$ cat src/hw/rtl/ffba_pkg.sv
// ---------------------------------------------------------------------------
// First-fit allocator package
// Default sizes, opcodes and status codes.
// ---------------------------------------------------------------------------
package ffba_pkg;

    localparam int ARENA_BYTES_DEF  = 8192;
    localparam int HEADER_BYTES_DEF = 24;
    localparam int MAX_BLOCKS_DEF   = 64;

    localparam int FIELD_W = 13;

    localparam logic OP_ALLOC = 1'b0;
    localparam logic OP_FREE  = 1'b1;

    localparam logic [1:0] ST_OK      = 2'd0;
    localparam logic [1:0] ST_NOMEM   = 2'd1;
    localparam logic [1:0] ST_UNKNOWN = 2'd2;

endpackage

$ cat src/hw/rtl/first_fit_block_allocator_core.sv
// Operation: a request walks the table entry by entry; a split shifts entries up, a free adds
// its merge scan and shifts entries down; a response still held stalls the next one.
// Throughput: one request at a time; the table walk sets the rate.
// Reset: asynchronous, active low; after reset the INIT state writes the initial free block,
// during which no request is taken.
// ---------------------------------------------------------------------------
// First-fit block allocator core
// Address-ordered block table in one synchronous memory, walked one entry
// per cycle; splits and merges shift entries through the same memory.
// ---------------------------------------------------------------------------
module first_fit_block_allocator_core #(
    parameter int ARENA_BYTES  = ffba_pkg::ARENA_BYTES_DEF,
    parameter int HEADER_BYTES = ffba_pkg::HEADER_BYTES_DEF,
    parameter int MAX_BLOCKS   = ffba_pkg::MAX_BLOCKS_DEF
) (
    input  logic                         clk,
    input  logic                         rst_n,
    input  logic                         req_valid,
    output logic                         req_ready,
    input  logic                         opcode,
    input  logic [ffba_pkg::FIELD_W-1:0] req_size,
    input  logic [ffba_pkg::FIELD_W-1:0] payload_offset,
    output logic                         rsp_valid,
    input  logic                         rsp_ready,
    output logic [1:0]                   status,
    output logic [ffba_pkg::FIELD_W-1:0] granted_offset
);
    import ffba_pkg::*;

    localparam int SW = $clog2(ARENA_BYTES + 1);
    localparam int XW = $clog2(ARENA_BYTES + 8192 + 2 * HEADER_BYTES + 1);
    localparam int CW = $clog2(MAX_BLOCKS + 1);
    localparam int AW = (MAX_BLOCKS > 1) ? $clog2(MAX_BLOCKS) : 1;

    typedef struct packed {
        logic [SW-1:0] size;
        logic          free;
    } entry_t;

    typedef enum logic [12:0] {
        S_INIT = 13'b0000000000001,
        S_IDLE = 13'b0000000000010,
        S_WEV  = 13'b0000000000100,
        S_MRD  = 13'b0000000001000,
        S_MWR  = 13'b0000000010000,
        S_SPL1 = 13'b0000000100000,
        S_SPL2 = 13'b0000001000000,
        S_CRD  = 13'b0000010000000,
        S_CEV  = 13'b0000100000000,
        S_CNX  = 13'b0001000000000,
        S_CWR  = 13'b0010000000000,
        S_DONE = 13'b0100000000000,
        S_SPR  = 13'b1000000000000
    } state_t;

    entry_t mem [MAX_BLOCKS];
    entry_t rdata;
    logic   mem_we;
    logic [AW-1:0] waddr;
    logic [AW-1:0] raddr;
    entry_t wdata;

    state_t state_reg, state_next;
    logic [CW-1:0] count_reg, count_next;
    logic [CW-1:0] idx_reg, idx_next;
    logic [CW-1:0] j_reg, j_next;
    logic [CW-1:0] p_reg, p_next;
    logic [XW-1:0] start_reg, start_next;
    logic op_reg, op_next;
    logic [FIELD_W-1:0] req_reg, req_next;
    logic [FIELD_W-1:0] off_reg, off_next;
    logic [SW-1:0] rem_reg, rem_next;
    logic [SW-1:0] sum_reg, sum_next;
    logic dir_reg, dir_next;
    logic two_reg, two_next;
    entry_t prev_reg, prev_next;
    logic [1:0] res_st_reg, res_st_next;
    logic [FIELD_W-1:0] res_gnt_reg, res_gnt_next;
    logic rsp_valid_reg, rsp_valid_next;
    logic [1:0] rsp_st_reg, rsp_st_next;
    logic [FIELD_W-1:0] rsp_gnt_reg, rsp_gnt_next;

    logic [XW-1:0] e_size;
    logic [XW-1:0] hdr;
    logic [CW:0]   idx_inc;
    logic [CW:0]   src_ptr;

    always_ff @(posedge clk)
    begin
        if (mem_we)
        begin
            mem[waddr] <= wdata;
        end
        rdata <= mem[raddr];
    end

    assign e_size  = XW'(rdata.size);
    assign hdr     = XW'(HEADER_BYTES);
    assign idx_inc = {1'b0, idx_reg} + (CW+1)'(1);
    assign src_ptr = dir_reg ? ({1'b0, j_reg} - (CW+1)'(1))
                             : ({1'b0, j_reg} + (two_reg ? (CW+1)'(2) : (CW+1)'(1)));

    always_comb
    begin
        state_next     = state_reg;
        count_next     = count_reg;
        idx_next       = idx_reg;
        j_next         = j_reg;
        p_next         = p_reg;
        start_next     = start_reg;
        op_next        = op_reg;
        req_next       = req_reg;
        off_next       = off_reg;
        rem_next       = rem_reg;
        sum_next       = sum_reg;
        dir_next       = dir_reg;
        two_next       = two_reg;
        prev_next      = prev_reg;
        res_st_next    = res_st_reg;
        res_gnt_next   = res_gnt_reg;
        rsp_valid_next = rsp_valid_reg && !rsp_ready;
        rsp_st_next    = rsp_st_reg;
        rsp_gnt_next   = rsp_gnt_reg;
        mem_we         = 1'b0;
        waddr          = idx_reg[AW-1:0];
        wdata          = rdata;
        raddr          = idx_reg[AW-1:0];

        unique case (state_reg)
            S_INIT:
            begin
                mem_we     = 1'b1;
                waddr      = '0;
                wdata.size = SW'(ARENA_BYTES - HEADER_BYTES);
                wdata.free = 1'b1;
                state_next = S_IDLE;
            end
            S_IDLE:
            begin
                if (req_valid)
                begin
                    op_next      = opcode;
                    req_next     = req_size;
                    off_next     = payload_offset;
                    idx_next     = '0;
                    start_next   = '0;
                    raddr        = '0;
                    res_gnt_next = '0;
                    if (opcode == OP_ALLOC && req_size == '0)
                    begin
                        res_st_next = ST_NOMEM;
                        state_next  = S_DONE;
                    end
                    else
                    begin
                        state_next = S_WEV;
                    end
                end
            end
            S_WEV:
            begin
                if (op_reg == OP_ALLOC && rdata.free && e_size >= XW'(req_reg))
                begin
                    if (e_size == XW'(req_reg))
                    begin
                        mem_we       = 1'b1;
                        wdata.free   = 1'b0;
                        res_st_next  = ST_OK;
                        res_gnt_next = FIELD_W'(start_reg + hdr);
                        state_next   = S_DONE;
                    end
                    else if (e_size > XW'(req_reg) + hdr && count_reg < CW'(MAX_BLOCKS))
                    begin
                        rem_next     = SW'(e_size - XW'(req_reg) - hdr);
                        j_next       = count_reg;
                        dir_next     = 1'b1;
                        res_st_next  = ST_OK;
                        res_gnt_next = FIELD_W'(start_reg + hdr);
                        state_next   = S_MRD;
                    end
                    else
                    begin
                        res_st_next = ST_NOMEM;
                        state_next  = S_DONE;
                    end
                end
                else if (op_reg == OP_FREE && start_reg + hdr == XW'(off_reg))
                begin
                    mem_we      = 1'b1;
                    wdata.free  = 1'b1;
                    res_st_next = ST_OK;
                    idx_next    = '0;
                    state_next  = S_CRD;
                end
                else if (idx_inc >= {1'b0, count_reg})
                begin
                    res_st_next = (op_reg == OP_ALLOC) ? ST_NOMEM : ST_UNKNOWN;
                    state_next  = S_DONE;
                end
                else
                begin
                    idx_next   = idx_inc[CW-1:0];
                    start_next = start_reg + e_size + hdr;
                    raddr      = idx_inc[AW-1:0];
                end
            end
            S_MRD:
            begin
                raddr = src_ptr[AW-1:0];
                if (dir_reg)
                begin
                    state_next = ({1'b0, j_reg} > idx_inc) ? S_MWR : S_SPL1;
                end
                else if (src_ptr < {1'b0, count_reg})
                begin
                    state_next = S_MWR;
                end
                else
                begin
                    count_next = count_reg - (two_reg ? CW'(2) : CW'(1));
                    state_next = S_DONE;
                end
            end
            S_MWR:
            begin
                mem_we     = 1'b1;
                waddr      = j_reg[AW-1:0];
                j_next     = dir_reg ? j_reg - CW'(1) : j_reg + CW'(1);
                state_next = S_MRD;
            end
            S_SPL1:
            begin
                mem_we     = 1'b1;
                wdata.size = SW'(req_reg);
                wdata.free = 1'b0;
                state_next = S_SPL2;
            end
            S_SPL2:
            begin
                mem_we     = 1'b1;
                waddr      = idx_inc[AW-1:0];
                wdata.size = rem_reg;
                wdata.free = 1'b1;
                count_next = count_reg + CW'(1);
                state_next = S_SPR;
            end
            S_SPR:
            begin
                state_next = S_DONE;
            end
            S_CRD:
            begin
                state_next = S_CEV;
            end
            S_CEV:
            begin
                if (idx_reg != '0 && prev_reg.free && rdata.free)
                begin
                    p_next   = idx_reg - CW'(1);
                    sum_next = SW'(XW'(prev_reg.size) + e_size + hdr);
                    if (idx_inc < {1'b0, count_reg})
                    begin
                        raddr      = idx_inc[AW-1:0];
                        state_next = S_CNX;
                    end
                    else
                    begin
                        two_next   = 1'b0;
                        state_next = S_CWR;
                    end
                end
                else
                begin
                    prev_next = rdata;
                    if (idx_inc >= {1'b0, count_reg})
                    begin
                        state_next = S_DONE;
                    end
                    else
                    begin
                        idx_next = idx_inc[CW-1:0];
                        raddr    = idx_inc[AW-1:0];
                    end
                end
            end
            S_CNX:
            begin
                two_next = rdata.free;
                if (rdata.free)
                begin
                    sum_next = SW'(XW'(sum_reg) + e_size + hdr);
                end
                state_next = S_CWR;
            end
            S_CWR:
            begin
                mem_we     = 1'b1;
                waddr      = p_reg[AW-1:0];
                wdata.size = sum_reg;
                wdata.free = 1'b1;
                j_next     = p_reg + CW'(1);
                dir_next   = 1'b0;
                state_next = S_MRD;
            end
            S_DONE:
            begin
                if (!rsp_valid_reg || rsp_ready)
                begin
                    rsp_valid_next = 1'b1;
                    rsp_st_next    = res_st_reg;
                    rsp_gnt_next   = (res_st_reg == ST_OK) ? res_gnt_reg : '0;
                    state_next     = S_IDLE;
                end
            end
            default:
            begin
                state_next = S_IDLE;
            end
        endcase
    end

    always_ff @(posedge clk or negedge rst_n)
    begin
        if (!rst_n)
        begin
            state_reg     <= S_INIT;
            count_reg     <= CW'(1);
            idx_reg       <= '0;
            j_reg         <= '0;
            p_reg         <= '0;
            start_reg     <= '0;
            op_reg        <= 1'b0;
            req_reg       <= '0;
            off_reg       <= '0;
            rem_reg       <= '0;
            sum_reg       <= '0;
            dir_reg       <= 1'b0;
            two_reg       <= 1'b0;
            prev_reg      <= '0;
            res_st_reg    <= ST_OK;
            res_gnt_reg   <= '0;
            rsp_valid_reg <= 1'b0;
            rsp_st_reg    <= ST_OK;
            rsp_gnt_reg   <= '0;
        end
        else
        begin
            state_reg     <= state_next;
            count_reg     <= count_next;
            idx_reg       <= idx_next;
            j_reg         <= j_next;
            p_reg         <= p_next;
            start_reg     <= start_next;
            op_reg        <= op_next;
            req_reg       <= req_next;
            off_reg       <= off_next;
            rem_reg       <= rem_next;
            sum_reg       <= sum_next;
            dir_reg       <= dir_next;
            two_reg       <= two_next;
            prev_reg      <= prev_next;
            res_st_reg    <= res_st_next;
            res_gnt_reg   <= res_gnt_next;
            rsp_valid_reg <= rsp_valid_next;
            rsp_st_reg    <= rsp_st_next;
            rsp_gnt_reg   <= rsp_gnt_next;
        end
    end

    assign req_ready      = (state_reg == S_IDLE);
    assign rsp_valid      = rsp_valid_reg;
    assign status         = rsp_st_reg;
    assign granted_offset = rsp_gnt_reg;

endmodule

$ cat config.mk
export PLATFORM = sky130hd
export DESIGN_NAME = first_fit_block_allocator_core
export DESIGN_NICKNAME = d
export VERILOG_FILES = /design/src/hw/rtl/ffba_pkg.sv /design/src/hw/rtl/first_fit_block_allocator_core.sv
export SDC_FILE = /design/constraint.sdc
export NUM_CORES = 2
export LEC_CHECK = 0
export BUFFER_PORTS_ARGS = -buffer_cell sky130_fd_sc_hd__buf_2
export CAP_MARGIN = 20
export CORE_ASPECT_RATIO = 0.7
export CORE_MARGIN = 5
export CORE_UTILIZATION = 50
export DETAILED_ROUTE_END_ITERATION = 12
export MAX_ROUTING_LAYER = met4
export PLACE_DENSITY = 0.66
export SLEW_MARGIN = 20
export SYNTH_ARGS = -nofsm -noshare
export SYNTH_HDL_FRONTEND = slang
export SYNTH_SLANG_ARGS = --single-unit
$ cat constraint.sdc
create_clock -name clk -period 6.9 [get_ports clk]
set_clock_uncertainty 0.2 [all_clocks]
set_input_delay 1.035 -clock clk [delete_from_list [all_inputs] [get_ports clk]]
set_output_delay 1.035 -clock clk [all_outputs]
set_load 0.02 [all_outputs]
Word level (Yosys, flattened, before mapping)
Memories as Yosys holds them, arrays and structs flattened. A register that Yosys moved wholly into a read port is not among the register bits.
Index checks and enable logic that the tools add are counted.
{"block": "word_totals", "ramBits": 960, "out_inout_bits": 17, "reg_bits": 159, "memories": 1, "elab_cells": 203, "input_bits": 31}
{"block": "op_classes", "mux": 82, "n_reduce_logical": 38, "n_eq_ne": 32, "bitwise_logic": 4, "n_addsub": 19, "order_cmp": 7}
{"name": "mem", "words": 64, "width": 15, "rd": 1, "rd_clocked_by_memory_dff": 1, "write_ports": 1, "line_no": "first_fit_block_allocator_core.sv:56", "source": "entry_t mem [MAX_BLOCKS];"}
{"cell": "$mux 13", "n": 12}
{"cell": "$pmux 13 s11", "n": 1}
{"cell": "$mux 7", "n": 11}
{"cell": "$mux 15", "n": 4}
{"cell": "$pmux 14 s4", "n": 1}
{"cell": "$mux 12", "n": 4}
{"cell": "$pmux 6 s4", "n": 2}
{"cell": "$mux 6", "n": 7}
{"cell": "$pmux 7 s3", "n": 2}
{"cell": "$add 15x5->15 const B", "n": 2}
{"cell": "$pmux 15 s2", "n": 1}
{"cell": "$add 14x14->14", "n": 2}
{"cell": "$add 14x5->14 const B", "n": 2}
{"cell": "$mux 14", "n": 2}
{"cell": "$ne 2x2->1 const B", "n": 14}
{"cell": "$pmux 14 s2", "n": 1}
{"cell": "$pmux 13 s2", "n": 1}
{"cell": "$reduce_and 4->1", "n": 6}
{"cell": "$add 7x1->7 const B", "n": 3}
{"cell": "$mux 1", "n": 17}
{"cell": "$lt 8x7->1", "n": 2}
{"cell": "$mux 2", "n": 8}
{"cell": "$add 15x14->15", "n": 1}
{"cell": "$eq 15x13->1", "n": 1}
{"cell": "51 further kinds", "n": 75}

Depth between registers and ports, before layout
{"block": "depth", "ltp_word": 8, "mapped_depth": 23, "ltp_nobuf": 19}

Worst setup path before layout
Ideal clock, no wire load.
{"block": "synth_timing", "path_type": "register to register", "from": "register state_reg[12]", "to": "memory mem[0][14] (netlist bit), data pin", "synth_period_minus_slack_ns": 5.753, "path_stages_with_launch": 12, "t_required_ns": 5.998, "slack_ns": 1.147, "arrival_time_ns": 4.851, "n_path_buf": 4, "path_cell_list": "dfrtp_1 clkbuf_1 nor3_2 and3_1 nand2_1 nor3b_1 clkbuf_1 nor3_1 nand2b_1 clkbuf_1 clkbuf_1 o21ai_0"}
{"element": "from (decl)", "line_no": "first_fit_block_allocator_core.sv:63", "source": "state_t state_reg, state_next;"}
{"element": "from (signal assigned)", "line_no": "first_fit_block_allocator_core.sv:348", "source": "state_reg <= state_next;"}
{"element": "to (decl)", "line_no": "first_fit_block_allocator_core.sv:56"}

Worst setup path after layout
{"block": "layout_timing", "from": "register idx_reg[0]", "to": "register e_size[9] (netlist name)"}
{"block": "layout_between", "elab_chain_len": 6}
{"element": "from (decl)", "line_no": "first_fit_block_allocator_core.sv:65", "source": "logic [CW-1:0] idx_reg, idx_next;"}
{"element": "from (signal assigned)", "line_no": "first_fit_block_allocator_core.sv:350", "source": "idx_reg <= idx_next;"}
{"element": "$add 7x1->8", "line_no": "first_fit_block_allocator_core.sv:99", "source": "assign idx_inc = {1'b0, idx_reg} + (CW+1)'(1);"}
{"element": "$ge 8x7->1", "line_no": "first_fit_block_allocator_core.sv:195, first_fit_block_allocator_core.sv:275"}
{"element": "$mux 6", "line_no": "first_fit_block_allocator_core.sv:195, first_fit_block_allocator_core.sv:275"}
{"element": "$mux 6", "line_no": "first_fit_block_allocator_core.sv:187", "source": "else if (op_reg == OP_FREE && start_reg + hdr == XW'(off_reg))"}
{"element": "$mux 6", "line_no": "first_fit_block_allocator_core.sv:162", "source": "if (op_reg == OP_ALLOC && rdata.free && e_size >= XW'(req_reg))"}
{"element": "$pmux 6 s4 *", "line_no": "first_fit_block_allocator_core.sv:129", "source": "unique case (state_reg)"}
Every way passes the cells marked *; elsewhere a longest branch is shown, timed or not.
A chain may end at the register's enable or synchronous reset.

==> out/qor.yml <==
status: "finished, final reports clean"
die_height_um: 277
period_share_pct: 94.4
final_cell_mix: "edfxtp_1 (960), nand2_1 (640), nor2_1 (284)"
path_class: "flop to flop"
p_int_w: 0.0128
largest_reg_flops: 960
instances_no_fill: 5544
grt_pass1_vias: 32000
wl_met1_um: 64600
synthCells: 3991
path_delay_family: "simple AND/OR/NAND/NOR gates"
period_minus_slack_ns: 6.51
first_pass_iters: 6
die_w_um: 392
p_per_area_mw_per_mm2: 311
clockRootBuffer: "clkbuf_16"
synth.distinct_cells: 93
tritoncts: "done"
critPathCaptureType: "flop"
via_count: 33800
cp.buffers_inverters: 3
grt_max_degree: 86
switching_share_pct: 28.4
power.leakage_nw: 22.0
ys_warn_count: 0
max_stage_delay_ns: 0.60
ir_drop_mv: 0.266
worstPathArrival_ns: 6.97
hold_viol: 0
slew_violations: 0
crit_start: "idx_reg[0]"
cts_sinks: 1134
cts_made_buffers: 106
power_switching_w: 0.00509
slowest_stage: "dfrtp_1"
avgSynthCellArea_um2: 12.8
htreeDepth: 3
vias_per_cell: 6.11
power_w: 0.0179
insertion_delay_ns: 0.73
grt_pass1_wl_um: 214000
synth_area_mm2: 0.0511
p_comb_share_pct: 17.9
rsz0062_at_grt: "false"
hold-worst-slack_ns: 0.0520
start_kind: "flop"
fmax_ghz: 0.154
detail-route-antenna-nets: 0
worstPathCellList: "ha_1 > and3_1 > nand3_1 > xor2_1 > inv_1 > ha_1 > a211oi_1 > nand3_1 > or2_2 > or4_1 > o211ai_4 > buf_4 > nor2b_4 > buf_4 > a221oi_1 > o211ai_1 > nand3_1"
async_reset_ff_share_pct: 14.0
r2r-start: "idx_reg[0]"
finalNetCount: 4303
hpwl_um: 92900
area_growth_pct: 12.8
cts_buffer_depth: 3
tns_ns: 0
hp-class: "input port to async pin"
gr-total-overflow: 0
wl_met2_um: 57000
top_layer: "met4"
coreArea_mm2: 0.102
finalSetupViolCount: 0
yosysSeqAreaShare_pct: 64.8
drc_errors: 0
final_common_cell: "edfxtp_1"
grt.total_usage_pct: 27.0
tightest_slew_ns: 1.11
drive_gt1_share_pct: 11.9
dr.first_iter.drc_count: 4267
gp_congestion: 0.961
crit_top_cell: "nand3_1"
dp_cells: 5339
crit_required_ns: 7.36
synth_edf_count: 960
drt-wirelength-per-cell_um: 25.9
ys_ff_latch: 1134
row_count: 98
initial_core_util_pct: 50.2
rrSetupSlack_ns: 0.39
worstPathMaxFanout: 32
drt-total-wl_um: 143000
synthFlopType: "edfxtp_1"
wl_met3_um: 18300
cap_violations: 0
pin_count: 48
pwr-share-seq_pct: 46.6
port_buffers: 47
p_clk_share_pct: 35.4
antenna_found_initial: 3
synth_nets: 4193
dieArea_mm2: 0.109
final_util_pct: 56.6
slew_headroom_pct: 26.2
path_clk_slew_ns: 0.06
fill_cells: 8163
stage by stage:
stage	worst slack, ns	cell area (um2)
detailed placement	0.389	53700
global placement	0.556	53700
finish	0.385	57600
CTS	0.315	57500
global route	0.0216	57600
floorplan	1.15	51100
synthesized netlist by cell type, types with 17 or more instances:
library cell  instances  share of area [%]
edfxtp_1            960                 56
nand2_1             640                4.7
nor2_1              291                2.1
mux2i_1             223                4.4
ha_1                160                3.9
dfrtp_1             157                7.7
a21oi_1             154                1.5
o21ai_0             154                1.5
nand3_1             117                1.1
inv_1               115               0.85
clkbuf_1             89               0.65
buf_2                85               0.83
a32oi_1              83                1.4
xnor2_1              69                1.2
mux2_2               51                1.1
nand4_1              42               0.51
xor2_1               39               0.67
a21o_1               36               0.53
o211ai_1             36               0.53
o22ai_1              31               0.38
a32o_1               28               0.55
a221oi_1             20               0.34
a31oi_1              20               0.24
and3_1               20               0.24
nor3_1               20               0.20
buf_4                19               0.28
o21bai_1             19               0.28
nor2b_1              18               0.22
o2111ai_1            17               0.29
power groups by stage:
stage | clock network [W] | registers (W) | logic, W
after floorplan | 0 | 0.00844 | 0.00190
after global placement | 0 | 0.00850 | 0.00303
after detailed placement | 0 | 0.00850 | 0.00310
after CTS | 0.00642 | 0.00836 | 0.00312
after global routing | 0.00673 | 0.00837 | 0.00350
final | 0.00635 | 0.00837 | 0.00322
final timing paths:
check	depth (start not counted)	to
max in group asynchronous	2	sum_reg[5]
max	17	e_size[9]
min	1	granted_offset[1]
min reg2reg	2	granted_offset[6]
max reg2reg	17	e_size[9]
min in group clk	2	granted_offset[6]
metal layers:
metal,vias to the layer above,track usage (%)
met5,-,-
met1,16800,41.6
met2,1730,34.8
met4,0,6.37
met3,226,8.08
li1,15100,-
cells by family after synthesis:
group	count (synthesis)	synth area share [%]
flops	1134	64.8
xor+xnor	108	1.85
other cells	1	0.00734
simple gates	1238	10.5
mux	274	5.49
compound gates	735	10.1
fa+ha+maj	171	4.35
buf+inv	330	2.89
area by class of cell:
type | count | area, um2 | area share (%)
Sequential cell | 1134 | 33100 | 57.5
Tap cell | 1350 | 1690 | 2.93
Timing Repair Buffer | 215 | 1780 | 3.09
Inverter | 117 | 439 | 0.763
Multi-Input combinational cell | 2527 | 16800 | 29.2
Clock buffer | 135 | 2840 | 4.93
Clock inverter | 65 | 925 | 1.61
Antenna cell | 1 | 2.50 | 0.00435
worst register-to-register path, cell delays in order, from the launching register on:
cell,delay (ns)
dfrtp_1,0.60
ha_1,0.35
and3_1,0.33
nand3_1,0.13
xor2_1,0.27
inv_1,0.07
ha_1,0.30
a211oi_1,0.52
nand3_1,0.38
or2_2,0.43
or4_1,0.59
o211ai_4,0.15
buf_4,0.49
nor2b_4,0.27
buf_4,0.33
a221oi_1,0.52
o211ai_1,0.34
nand3_1,0.18
what timing repair did:
item,in CTS,in global routing
endpoints found under the setup margin,0,4
setup buffers,0,0
resized for setup,0,5
hold buffers,0,0
No activity file was read; power rests on OpenSTA's default activity.
